$ cat src/rtl/core/csd_pkg.sv
// shared types and constants for the cobs stream decoder
package csd_pkg;

    localparam int unsigned BYTE_W = 8;

    typedef logic [BYTE_W-1:0] t_byte;

    localparam t_byte MAX_LENGTH_RST = 8'd254;
    localparam t_byte RUN_LAST       = 8'd1;
    localparam t_byte BYTE_ZERO      = 8'd0;

    typedef enum logic [2:0] {
        ST_BUSY     = 3'd0,
        ST_END      = 3'd1,
        ST_OVERFLOW = 3'd2,
        ST_ZERO     = 3'd3,
        ST_NOCODE   = 3'd4
    } t_status;

    typedef struct packed {
        logic  valid;
        t_byte in_byte;
    } t_in_beat;

    typedef struct packed {
        logic    out_valid;
        t_byte   out_byte;
        t_status status;
        t_byte   frame_length;
    } t_result;

    typedef struct packed {
        t_byte byte_count;
        t_byte run_left;
    } t_dec_state;

endpackage

$ cat src/rtl/core/csd_if.sv
// valid/ready channel interfaces for encoded input beats and decoded result beats
interface csd_in_if;
    import csd_pkg::*;

    logic  valid;
    logic  ready;
    t_byte in_byte;

    modport source (output valid, output in_byte, input ready);
    modport sink   (input valid, input in_byte, output ready);
endinterface

interface csd_out_if;
    import csd_pkg::*;

    logic    valid;
    logic    ready;
    logic    out_valid;
    t_byte   out_byte;
    t_status status;
    t_byte   frame_length;

    modport source (output valid, output out_valid, output out_byte, output status,
                    output frame_length, input ready);
    modport sink   (input valid, input out_valid, input out_byte, input status,
                    input frame_length, output ready);
endinterface

$ cat src/rtl/core/csd_in_stage.sv
// input register holding one encoded byte ahead of the decoder
module csd_in_stage (
    input  logic              i_clk,
    input  logic              i_rst_n,
    csd_in_if.sink            i_in,
    input  logic              i_adv,
    output csd_pkg::t_in_beat o_beat
);
    import csd_pkg::*;

    logic  r_valid;
    t_byte r_byte;

    // slot frees up when its beat moves on in the same cycle
    assign i_in.ready = !r_valid || i_adv;

    always_ff @(posedge i_clk) begin
        if (!i_rst_n) begin
            r_valid <= 1'b0;
        end else if (i_in.ready) begin
            r_valid <= i_in.valid;
        end
    end

    always_ff @(posedge i_clk) begin
        if (i_in.valid && i_in.ready) begin
            r_byte <= i_in.in_byte;
        end
    end

    assign o_beat.valid   = r_valid;
    assign o_beat.in_byte = r_byte;

endmodule

$ cat src/rtl/core/csd_decode.sv
// run counter, byte counter, length limit and the per-byte decode logic
module csd_decode (
    input  logic                i_clk,
    input  logic                i_rst_n,
    input  logic                i_cfg_we,
    input  csd_pkg::t_byte      i_cfg_data,
    input  csd_pkg::t_in_beat   i_beat,
    input  logic                i_adv,
    output csd_pkg::t_result    o_result,
    output csd_pkg::t_dec_state o_state
);
    import csd_pkg::*;

    t_byte   r_max_length;
    t_byte   r_byte_count;
    t_byte   r_run_left;
    t_byte   n_byte_count;
    t_byte   n_run_left;
    t_byte   b;
    t_result res;

    assign b = i_beat.in_byte;

    always_comb begin
        res.out_valid    = 1'b0;
        res.out_byte     = BYTE_ZERO;
        res.status       = ST_BUSY;
        res.frame_length = BYTE_ZERO;
        n_byte_count     = r_byte_count;
        n_run_left       = r_run_left;

        if (b == BYTE_ZERO) begin
            if (r_run_left == BYTE_ZERO) begin
                // zero between frames, nothing to do
            end else if (r_run_left == RUN_LAST) begin
                res.status       = ST_END;
                res.frame_length = r_byte_count;
                n_byte_count     = BYTE_ZERO;
                n_run_left       = BYTE_ZERO;
            end else begin
                res.status   = ST_ZERO;
                n_byte_count = BYTE_ZERO;
                n_run_left   = BYTE_ZERO;
            end
        end else if (r_byte_count == BYTE_ZERO && r_run_left == BYTE_ZERO) begin
            // first code of a frame
            n_run_left = b;
        end else if (r_run_left == BYTE_ZERO) begin
            res.status   = ST_NOCODE;
            n_byte_count = BYTE_ZERO;
            n_run_left   = BYTE_ZERO;
        end else if (r_byte_count >= r_max_length) begin
            res.status   = ST_OVERFLOW;
            n_byte_count = BYTE_ZERO;
            n_run_left   = BYTE_ZERO;
        end else begin
            res.out_valid = 1'b1;
            if (r_run_left == RUN_LAST) begin
                // run boundary: implied zero, this byte is the next code
                res.out_byte = BYTE_ZERO;
                n_run_left   = b;
            end else begin
                res.out_byte = b;
                n_run_left   = r_run_left - RUN_LAST;
            end
            n_byte_count = r_byte_count + RUN_LAST;
        end
    end

    always_ff @(posedge i_clk) begin
        if (!i_rst_n) begin
            r_byte_count <= BYTE_ZERO;
            r_run_left   <= BYTE_ZERO;
        end else if (i_adv) begin
            r_byte_count <= n_byte_count;
            r_run_left   <= n_run_left;
        end
    end

    always_ff @(posedge i_clk) begin
        if (!i_rst_n) begin
            r_max_length <= MAX_LENGTH_RST;
        end else if (i_cfg_we) begin
            r_max_length <= i_cfg_data;
        end
    end

    assign o_result           = res;
    assign o_state.byte_count = r_byte_count;
    assign o_state.run_left   = r_run_left;

endmodule

$ cat src/rtl/core/csd_out_stage.sv
// result register driving the decoded output channel
module csd_out_stage (
    input  logic             i_clk,
    input  logic             i_rst_n,
    input  logic             i_load,
    input  csd_pkg::t_result i_result,
    csd_out_if.source        o_out,
    output logic             o_free
);
    import csd_pkg::*;

    logic    r_valid;
    t_result r_result;

    assign o_free = !r_valid || o_out.ready;

    always_ff @(posedge i_clk) begin
        if (!i_rst_n) begin
            r_valid <= 1'b0;
        end else if (o_free) begin
            r_valid <= i_load;
        end
    end

    always_ff @(posedge i_clk) begin
        if (i_load) begin
            r_result <= i_result;
        end
    end

    assign o_out.valid        = r_valid;
    assign o_out.out_valid    = r_result.out_valid;
    assign o_out.out_byte     = r_result.out_byte;
    assign o_out.status       = r_result.status;
    assign o_out.frame_length = r_result.frame_length;

endmodule

$ cat src/rtl/core/cobs_stream_decoder_top.sv
// top level of the cobs stream decoder
//
// i_in carries one encoded byte per beat; o_out returns exactly one result
// beat for every input beat, in order: a decoded byte flag and value, a
// status code (busy/idle, frame end, overflow, unexpected zero, missing
// code) and the frame length on a frame end.
// i_cfg_we/i_cfg_data write the frame length limit; write it only while
// no beat is in flight.
// a beat accepted into the input register is decoded combinationally and its
// result is loaded into the result register when the beat advances.
// throughput: one beat per cycle while o_out does not stall, set by the
// update of the run and byte counters in the decode stage.
// when o_out stalls, the result register and the input register fill and
// i_in.ready drops; nothing is lost. a result leaving frees a slot in the
// same cycle.
// reset (synchronous, active low) empties both registers, clears the
// counters to idle and sets the length limit to 254.
module cobs_stream_decoder_top (
    input  logic           i_clk,
    input  logic           i_rst_n,
    input  logic           i_cfg_we,
    input  csd_pkg::t_byte i_cfg_data,
    csd_in_if.sink         i_in,
    csd_out_if.source      o_out
);
    import csd_pkg::*;

    t_in_beat   beat;
    t_result    result;
    t_dec_state dec_state;
    logic       out_free;
    logic       adv;

    assign adv = beat.valid && out_free;

    csd_in_stage u_in_stage (
        .i_clk   (i_clk),
        .i_rst_n (i_rst_n),
        .i_in    (i_in),
        .i_adv   (adv),
        .o_beat  (beat)
    );

    csd_decode u_decode (
        .i_clk      (i_clk),
        .i_rst_n    (i_rst_n),
        .i_cfg_we   (i_cfg_we),
        .i_cfg_data (i_cfg_data),
        .i_beat     (beat),
        .i_adv      (adv),
        .o_result   (result),
        .o_state    (dec_state)
    );

    csd_out_stage u_out_stage (
        .i_clk    (i_clk),
        .i_rst_n  (i_rst_n),
        .i_load   (adv),
        .i_result (result),
        .o_out    (o_out),
        .o_free   (out_free)
    );

    // any terminating status sends the counters back to idle
    a_idle_after_status: assert property (@(posedge i_clk) disable iff (!i_rst_n)
        (adv && result.status != ST_BUSY) |=>
        (dec_state.run_left == BYTE_ZERO && dec_state.byte_count == BYTE_ZERO))
        else $error("decoder not idle after frame end or error");

    // counting only happens inside a run
    a_count_needs_run: assert property (@(posedge i_clk) disable iff (!i_rst_n)
        (dec_state.run_left == BYTE_ZERO) |-> (dec_state.byte_count == BYTE_ZERO))
        else $error("byte count set while idle");

    // both registers full and the receiver stalled: no new beat may enter
    a_backpressure: assert property (@(posedge i_clk) disable iff (!i_rst_n)
        (beat.valid && !out_free) |-> !i_in.ready)
        else $error("input accepted while pipeline full");

endmodule
$ cat src/flat_wrapper.sv
// flat-port wrapper written by rule: the top's interface ports become plain ports
module cobs_stream_decoder_top_flat import csd_pkg::*;
  (i_clk, i_rst_n, i_cfg_we, i_cfg_data, i_in_valid, i_in_in_byte, i_in_ready, o_out_valid, o_out_out_valid, o_out_out_byte, o_out_status, o_out_frame_length, o_out_ready);
  csd_in_if i_in_i ();
  csd_out_if o_out_i ();
  input  logic i_clk;
  input  logic i_rst_n;
  input  logic i_cfg_we;
  input  csd_pkg::t_byte i_cfg_data;
  input wire logic [$bits(i_in_i.valid)-1:0] i_in_valid;
  input wire logic [$bits(i_in_i.in_byte)-1:0] i_in_in_byte;
  output wire logic [$bits(i_in_i.ready)-1:0] i_in_ready;
  output wire logic [$bits(o_out_i.valid)-1:0] o_out_valid;
  output wire logic [$bits(o_out_i.out_valid)-1:0] o_out_out_valid;
  output wire logic [$bits(o_out_i.out_byte)-1:0] o_out_out_byte;
  output wire logic [$bits(o_out_i.status)-1:0] o_out_status;
  output wire logic [$bits(o_out_i.frame_length)-1:0] o_out_frame_length;
  input wire logic [$bits(o_out_i.ready)-1:0] o_out_ready;
  assign i_in_i.valid = i_in_valid;
  assign i_in_i.in_byte = i_in_in_byte;
  assign i_in_ready = i_in_i.ready;
  assign o_out_valid = o_out_i.valid;
  assign o_out_out_valid = o_out_i.out_valid;
  assign o_out_out_byte = o_out_i.out_byte;
  assign o_out_status = o_out_i.status;
  assign o_out_frame_length = o_out_i.frame_length;
  assign o_out_i.ready = o_out_ready;
  cobs_stream_decoder_top u_core (.i_clk(i_clk), .i_rst_n(i_rst_n), .i_cfg_we(i_cfg_we), .i_cfg_data(i_cfg_data), .i_in(i_in_i), .o_out(o_out_i));
endmodule
$ cat config.mk
export PLATFORM = sky130hd
export DESIGN_NAME = cobs_stream_decoder_top_flat
export DESIGN_NICKNAME = d
export VERILOG_FILES = /design/src/rtl/core/csd_pkg.sv /design/src/rtl/core/csd_if.sv /design/src/rtl/core/csd_in_stage.sv /design/src/rtl/core/csd_decode.sv /design/src/rtl/core/csd_out_stage.sv /design/src/rtl/core/cobs_stream_decoder_top.sv /design/src/flat_wrapper.sv
export SDC_FILE = /design/constraint.sdc
export NUM_CORES = 1
export LEC_CHECK = 0
export ABC_AREA = 0
export CORE_AREA = 5 5 86 80
export DETAILED_ROUTE_END_ITERATION = 8
export DIE_AREA = 0 0 91 85
export DONT_BUFFER_PORTS = 1
export PLACE_DENSITY = 0.65
export REMOVE_ABC_BUFFERS = 1
export SLEW_MARGIN = 30
export SYNTH_ARGS = -nofsm -noshare
export SYNTH_HDL_FRONTEND = slang
export SYNTH_SLANG_ARGS = --single-unit
$ cat constraint.sdc
create_clock -name i_clk -period 4.7 [get_ports i_clk]
set_clock_uncertainty 0.2 [all_clocks]
set_input_delay 0.705 -clock i_clk [delete_from_list [all_inputs] [get_ports i_clk]]
set_output_delay 0.705 -clock i_clk [all_outputs]
set_load 0.02 [all_outputs]
* After elaboration in Yosys (flattened, before gate mapping)
Index checks and enable logic that the tools add are counted.
Cells by class: $lt $le $gt $ge 1, muxes and demuxes 19, reduce and logical (&&, ||, !) cells 15, equality and inequality tests 3, add/sub/neg operators 2, bitwise operators 2
Operator list (count):
- 8-bit 2-to-1 mux | 12
- 8-bit logical NOT | 3
- 10-bit 2-to-1 mux | 1
- 3-bit 2-to-1 mux | 3
- 9-bit 2-to-1 mux | 1
- 8-bit by 1-bit adder with 8-bit output (second input constant) | 1
- 8-bit by 1-bit == test with 1-bit output (second input constant) | 1
- 8-bit >= comparator | 1
- 8-bit by 1-bit subtractor with 8-bit output (second input constant) | 1
- 3-bit OR reduction | 2
- 5-bit OR reduction | 1
- 2-bit 2-to-1 mux | 2
- 2-bit != test (second input constant) | 2
- 1-bit logical AND | 3
- 3-bit AND reduction | 1
- 1-bit logical NOT | 2
- 1-bit logical OR | 2
- 1-bit NOT | 2
- 2-bit AND reduction | 1
Storage, ports and cells: bits of input ports 21, word-level logic and storage cells 52, bits in registers 54

* Logic depth before layout (Yosys ltp)
Gate-level depths: netlist (run 1).
depth in word-level cells 6, depth in mapped cells 9, depth with buffers taken out 8

* By module
A second synthesis (run 1) with hierarchy kept.
Second synthesis, totals: cell total of the unflattened synthesis 246, area total of the unflattened synthesis 2590.0 um^2
Modules (own cells, without submodules):
- csd_decode | cells each 207, times used 1, area each 1629.1 um^2, sequential area each 480.5 um^2
- csd_out_stage | cells each 24, times used 1, area each 649.4 um^2, sequential area each 620.6 um^2
- csd_in_stage | cells each 14, times used 1, area each 305.3 um^2, sequential area each 260.2 um^2
- cobs_stream_decoder_top | cells each 1, times used 1, area each 6.3 um^2, sequential area each 0.0 um^2

* Least setup slack after synthesis (run 1)
No wires, ideal clock.
kind input port to flip-flop, from in o_out_ready, to reg u_core.u_decode.r_run_left[3], slack 2.211 ns, path buffers 0, data arrival time 2.214 ns, stages 7, cells stage by stage nor2b_1 nand2b_4 inv_1 and3_1 nor4b_4 a21oi_1 o22ai_1
On the way: longest elaborated chain between the ends 3
RTL lines:
- start: declaration | RTL line flat_wrapper.sv:18 | input wire logic [$bits(o_out_i.ready)-1:0] o_out_ready;
- 1-bit logical OR | RTL line csd_out_stage.sv:15 | assign o_free = !r_valid || o_out.ready;
- 1-bit logical AND | RTL line cobs_stream_decoder_top.sv:34 | assign adv = beat.valid && out_free;
- named net u_core.adv | RTL line cobs_stream_decoder_top.sv:32 | logic adv;
- 2-bit AND reduction (no source line)
- end signal: assignment | RTL line csd_decode.sv:76 | r_run_left <= n_run_left;
- end: declaration | RTL line csd_decode.sv:16 | t_byte r_run_left;
The timed path passes the listed nets, and every way through them passes these cells. A chain may end at the register's enable or synchronous reset.

* Worst setup path in the final report (run 1)
from reg u_core.u_out_stage.r_valid, in the netlist u_core.u_out_stage.o_out.valid, to reg u_core.u_decode.r_run_left[7]
On the way: longest elaborated chain between the ends 4
RTL lines:
- start: declaration | RTL line csd_out_stage.sv:12 | logic r_valid;
- start signal: assignment | RTL line csd_out_stage.sv:21 | r_valid <= i_load;
- 1-bit logical NOT | RTL line csd_out_stage.sv:15
- 1-bit logical OR | RTL line csd_out_stage.sv:15
- 1-bit logical AND | RTL line cobs_stream_decoder_top.sv:34
- named net u_core.adv | RTL line cobs_stream_decoder_top.sv:32
- 2-bit AND reduction (no source line)
The timed path passes the listed nets, and every way through them passes these cells.

==> impl_metrics.json, run 1 <==
{
  "p_clk_share_pct": 17.1,
  "post-cts-setup-buffers": 0,
  "gp_congestion": 0.818,
  "postCtsHoldBufs": 0,
  "synth_most_common_cell": "edfxtp_1",
  "numPlacedInstances": 308,
  "irDropWorstVdd_v": 0.000250,
  "grt_usage_pct": 12.9,
  "core_mm2": 0.00591,
  "ant_nets": 0,
  "hold_path.class": "input port to flop",
  "yosys.area.top_type": "edfxtp_1",
  "tns_ps": 0,
  "grt_pass1_vias": 1679,
  "dp_slack_ps": 1890,
  "critPathArrivalTime_ps": 2630,
  "synthFlopType": "edfxtp_1",
  "synthCells": 242,
  "cp_max_fo": 23,
  "cts_tree": "done",
  "n_fill_cell": 546,
  "worstSetupPathType": "flop to flop",
  "num_vias": 1740,
  "final_area_mm2": 0.00274,
  "syn_area_per_cell_um2": 10.7,
  "cp-end-kind": "flop",
  "synth_edf_count": 28,
  "antenna_found_initial": 0,
  "layout.cells.non_filler": 316,
  "worstMarginPinSlew_ps": 817,
  "r2r-start": "u_core.u_out_stage.o_out.valid",
  "vias_per_cell": 5.51,
  "cp.depth": 7,
  "h-tree-depth": 2,
  "dp_hpwl_um": 3550,
  "wl_per_cell_um": 14.9,
  "slew_viol_final": 0,
  "crit_buf_inv": 1,
  "cts_root_buf": "clkbuf_8",
  "layout_setup_ws_ps": 2110,
  "leakage_nw": 1.05,
  "std_cell_rows": 27,
  "finalHoldViolations": 0,
  "max_slew_margin_pct": 45.5,
  "p_seq_share_pct": 42.1,
  "rsz0062_at_grt": "no",
  "pwr-share-comb_pct": 40.7,
  "path_clk_slew_ps": 100,
  "syn_to_final_growth_pct": 5.94,
  "ys_top_cells_by_area": "edfxtp_1, dfxtp_1, ha_1",
  "crit_chain": "nor2b_1 > nand2b_4 > inv_1 > and3_1 > nor4b_4 > a21oi_1 > o22ai_1",
  "endpoint": "u_core.u_decode.r_run_left[7]",
  "p_total_mw": 1.53,
  "dr.pass1.iters": 4,
  "clk_path_buf_depth": 2,
  "grt_max_degree": 24,
  "ios": 43,
  "startpoint": "u_core.u_out_stage.o_out.valid",
  "rr_endpoint": "u_core.u_decode.r_run_left[7]",
  "fmax_ghz": 0.386,
  "async_flop_share_pct": 0,
  "cts_resized": 0,
  "min_period_ps": 2590,
  "die-area_mm2": 0.00774,
  "ys_ff_latch": 54,
  "yosys-top-cells-count": "edfxtp_1, dfxtp_1, nand2_1",
  "setup_viol": 0,
  "diodes": 0,
  "cp_slowest_cell": "inv_1",
  "globalRoute.totalOverflow": 0,
  "wirelength_um": 4690,
  "synth_top_area_share_pct": 32.5,
  "maxCapViolCount": 0,
  "crit_family": "simple AND/OR/NAND/NOR gates",
  "fp.dieW_um": 91,
  "cp.required_ps": 4730,
  "netlist_area_mm2": 0.00259,
  "reg2reg_depth": 7,
  "io_buffers": 0,
  "outcome": "finished, final reports clean",
  "yosysWarnings": 0,
  "synth_seq_area_share_pct": 52.6,
  "place_area_mm2": 0.00265,
  "grt_pass1_wl_um": 8090,
  "clkLatencyLatePin_ps": 310,
  "cts_sinks": 54,
  "die-height_um": 85,
  "drc": 0,
  "drive_above_1_share_pct": 9.02,
  "p_int_uw": 919,
  "p_per_area_mw_per_mm2": 557,
  "nNetsFinal": 277,
  "crit_path_start_kind": "flop",
  "fin_crit_sh_pct": 55.2,
  "yosysUniqueCellTypes": 43,
  "start_util_pct": 43.8,
  "numCtsBuffers": 5,
  "switching_power_uw": 610,
  "critPathMaxStageDelay_ps": 610,
  "switching_share_pct": 39.9,
  "drt-initial-drc-count": 139,
  "r2r_setup_slack_ps": 2110
}
[final cells by class]
type | count | area [µm²] | area share (%)
Clock buffer | 7 | 86.3 | 3.15
Tap cell | 72 | 90.1 | 3.28
Sequential cell | 54 | 1360 | 49.6
Clock inverter | 1 | 5.00 | 0.182
Inverter | 18 | 67.6 | 2.46
Multi-Input combinational cell | 164 | 1130 | 41.3
[power groups by stage]
| stage | logic [mW] | clock network [mW] | registers (mW) |
|---|---|---|---|
| final | 0.622 | 0.262 | 0.644 |
| after global placement | 0.605 | 0 | 0.654 |
| after detailed placement | 0.612 | 0 | 0.655 |
| after global routing | 0.701 | 0.289 | 0.650 |
| after CTS | 0.617 | 0.273 | 0.644 |
| after floorplan | 0.506 | 0 | 0.641 |
[worst register-to-register path, cell delays in order (launching register included)]
cell and delay (ps):
dfxtp_1 390, nor2b_1 190, nand2b_4 180, inv_1 610, and3_1 340, nor4b_4 340
a21oi_1 130, o22ai_1 140
[placed cells by master, fill, tap and decap left out, types with 8 or more instances in the layout]
cell type  count
edfxtp_1      28
o211ai_1       8
and2_1         9
and3_1        11
inv_1         18
nand2_1       25
nor2_1        15
a21oi_1       16
dfxtp_1       26
ha_1          13
[routing by layer]
layer	vias to the layer above	global-route usage (%)	wire length [µm]
met5	-	0	0
met4	0	5.07	83
met3	5	3.46	259
met2	59	18.0	1960
met1	806	18.9	2390
li1	870	-	-
[stage by stage]
step / utilization [%] / hold slack [ps]
4_1_cts: 46.4 / 274
5_1_grt: 46.4 / 271
2_1_floorplan: - / 239
3_5_place_dp: 44.8 / 259
6_report: 46.4 / 286
3_3_place_gp: 44.8 / 248
[sequential cells by signal (all words and copies together) (netlist names)]
name	count
u_core.u_out_stage.o_out.valid	1
u_core.u_out_stage.o_out.out_byte	8
u_core.u_decode.r_run_left	8
u_core.u_decode.r_byte_count	8
u_core.u_out_stage.o_out.out_valid	1
u_core.u_out_stage.o_out.status	3
u_core.u_in_stage.r_valid	1
u_core.u_decode.r_max_length	8
u_core.u_out_stage.o_out.frame_length	8
u_core.u_in_stage.r_byte	8
[cell families after synthesis]
kind of cell	Yosys count	share of synthesized area [%]
AND/OR/NAND/NOR	97	21.7
flip-flops	54	52.6
AO/OA/AOI/OAI	44	12.1
buffers and inverters	24	3.67
adder cells (fa/ha/maj)	13	6.28
XOR/XNOR	7	2.37
multiplexers	3	1.21
[worst min-delay path by stage]
stage / to / startpoint / slack (ps) / depth (start not counted)
2_1_floorplan: u_core.u_decode.r_run_left[7] / u_core.u_decode.r_run_left[7] / 240 / 2
3_3_place_gp: u_core.u_decode.r_run_left[7] / u_core.u_decode.r_run_left[7] / 250 / 2
3_5_place_dp: u_core.u_decode.r_run_left[7] / u_core.u_decode.r_run_left[7] / 260 / 2
4_1_cts: u_core.u_decode.r_run_left[7] / u_core.u_decode.r_run_left[7] / 270 / 2
5_1_grt: u_core.u_in_stage.r_byte[2] / i_in_in_byte[2] / 270 / 0
6_report: u_core.u_decode.r_max_length[2] / i_rst_n / 290 / 1
(Power assumes the default switching activity.)
==> run 2: changes to the inputs <==
clock period = 2.49 ns   (was 4.7 ns; I/O delays follow)
==> run 2 against run 1 <==
Fmax up 12%. Register-to-register slack worse by 1900 ps. Final cell count up 7.9%. Die area unchanged. Clock power up 120%. Sequential share of layout area down 4.3 points. Highest routed layer unchanged.
==> impl_metrics.json, run 2 (synthesis results as in run 1) <==
{
  "layout.cells.non_filler": 341,
  "pwr-share-comb_pct": 40.9,
  "final_area_mm2": 0.00301,
  "fin_crit_sh_pct": 92.8,
  "std_cell_rows": 27,
  "cp_max_fo": 8,
  "vias_per_cell": 5.45,
  "slew_viol_final": 0,
  "crit_buf_inv": 1,
  "io_buffers": 0,
  "worstMarginPinSlew_ps": 574,
  "hold_path.class": "input port to flop",
  "switching_share_pct": 38.4,
  "cts_tree": "done",
  "path_clk_slew_ps": 90,
  "irDropWorstVdd_v": 0.000485,
  "crit_path_start_kind": "flop",
  "nNetsFinal": 302,
  "num_vias": 1860,
  "layout_setup_ws_ps": 180,
  "fp.dieW_um": 91,
  "fin_util_pct": 50.8,
  "clkLatencyLatePin_ps": 310,
  "syn_to_final_growth_pct": 16.1,
  "outcome": "finished, final reports clean",
  "ios": 43,
  "cp_slowest_cell": "o311ai_2",
  "mostFrequentLayoutCell": "edfxtp_1",
  "cp.required_ps": 2540,
  "dp_slack_ps": 82.7,
  "cp-end-kind": "flop",
  "numPlacedInstances": 315,
  "min_period_ps": 2310,
  "wl_per_cell_um": 15.0,
  "leakage_nw": 1.17,
  "crit_chain": "inv_1 > ha_1 > and3_1 > o21ai_1 > a311oi_4 > o311ai_2 > o311ai_4 > nor2_1",
  "globalRoute.totalOverflow": 0,
  "p_total_mw": 3.03,
  "diodes": 0,
  "p_per_area_mw_per_mm2": 1010,
  "fmax_ghz": 0.433,
  "gp_congestion": 0.814,
  "critPathArrivalTime_ps": 2360,
  "wirelength_um": 5110,
  "crit_family": "compound AO/OA/AOI/OAI gates",
  "p_clk_share_pct": 19.0,
  "grt_pass1_vias": 1770,
  "core_mm2": 0.00591,
  "antenna_found_initial": 0,
  "cts_root_buf": "clkbuf_8",
  "dr.pass1.iters": 4,
  "critPathMaxStageDelay_ps": 390,
  "tns_ps": 0,
  "maxCapViolCount": 0,
  "rsz0062_at_grt": "no",
  "h-tree-depth": 2,
  "cts_sinks": 54,
  "dp_hpwl_um": 3670,
  "worstSetupPathType": "flop to flop",
  "grt_pass1_wl_um": 8690,
  "place_area_mm2": 0.00270,
  "start_util_pct": 43.8,
  "setup_viol": 0,
  "die-height_um": 85,
  "drc": 0,
  "numCtsBuffers": 5,
  "finalHoldViolations": 0,
  "layout_common_cells": "edfxtp_1, nand2_1, dfxtp_1, inv_1, dlygate4sd3_1",
  "p_int_mw": 1.87,
  "clk_path_buf_depth": 2,
  "drive_above_1_share_pct": 11.2,
  "holdWs_ps": 37.0,
  "drt-initial-drc-count": 141,
  "grt_max_degree": 21,
  "max_slew_margin_pct": 61.4,
  "ant_nets": 0,
  "switching_power_mw": 1.16,
  "grt_usage_pct": 13.8,
  "p_seq_share_pct": 40.1,
  "die-area_mm2": 0.00774
}
-- run 2: cell types whose count changed in the layout (fill, tap and decap cells not counted), sizes merged --
cell and change:
clkbuf -1, clkinvlp +1, dlygate4sd3 +18, clkinv -1
buf +7, bufinv +1
-- run 2: worst paths after layout --
check | from | to | slack, ps | cells past startpoint
min reg2reg | u_core.u_decode.r_run_left[7] | u_core.u_decode.r_run_left[7] | 270 | 2
max | u_core.u_decode.r_max_length[2] | u_core.u_decode.r_byte_count[3] | 180 | 8
min | i_cfg_data[0] | u_core.u_decode.r_max_length[0] | 40 | 2
max reg2reg | u_core.u_decode.r_max_length[2] | u_core.u_decode.r_byte_count[3] | 180 | 8
-- run 2: cell type report --
class	instances	area, µm²
fill	520	2910
tap	72	90.1
clock buffer	6	72.6
inverter	18	67.6
sequential	54	1360
multi-input combinational	164	1140
timing repair buffer	25	233
clock inverter	2	37.5
-- run 2: worst reg2reg max path: stages, from the launching register on --
cell and delay, ps:
dfxtp_1 320, inv_1 50, ha_1 310, and3_1 190
o21ai_1 210, a311oi_4 190, o311ai_2 390, o311ai_4 240
nor2_1 150
-- run 2: per-layer routing --
layer | share of wire, % | GRT usage, %
met5 | 0 | 0
met1 | 49 | 20.2
met3 | 5.4 | 3.37
met2 | 43 | 19.9
met4 | 1.7 | 4.80
-- run 2: power by group through the flow --
stage	Combinational [mW]	Sequential [mW]	Clock (mW)
floorplan	0.955	1.21	0
finish	1.24	1.22	0.577
detailed placement	1.19	1.23	0
CTS	1.22	1.21	0.601
global placement	1.19	1.23	0
global route	1.41	1.23	0.633
-- run 2: repair_timing --
item                       in CTS  in global routing
hold endpoints to repair       18                  0
setup buffers                   0                  0
setup endpoints to repair       0                 19
gates resized for setup         0                  2
hold buffers                   18                  0
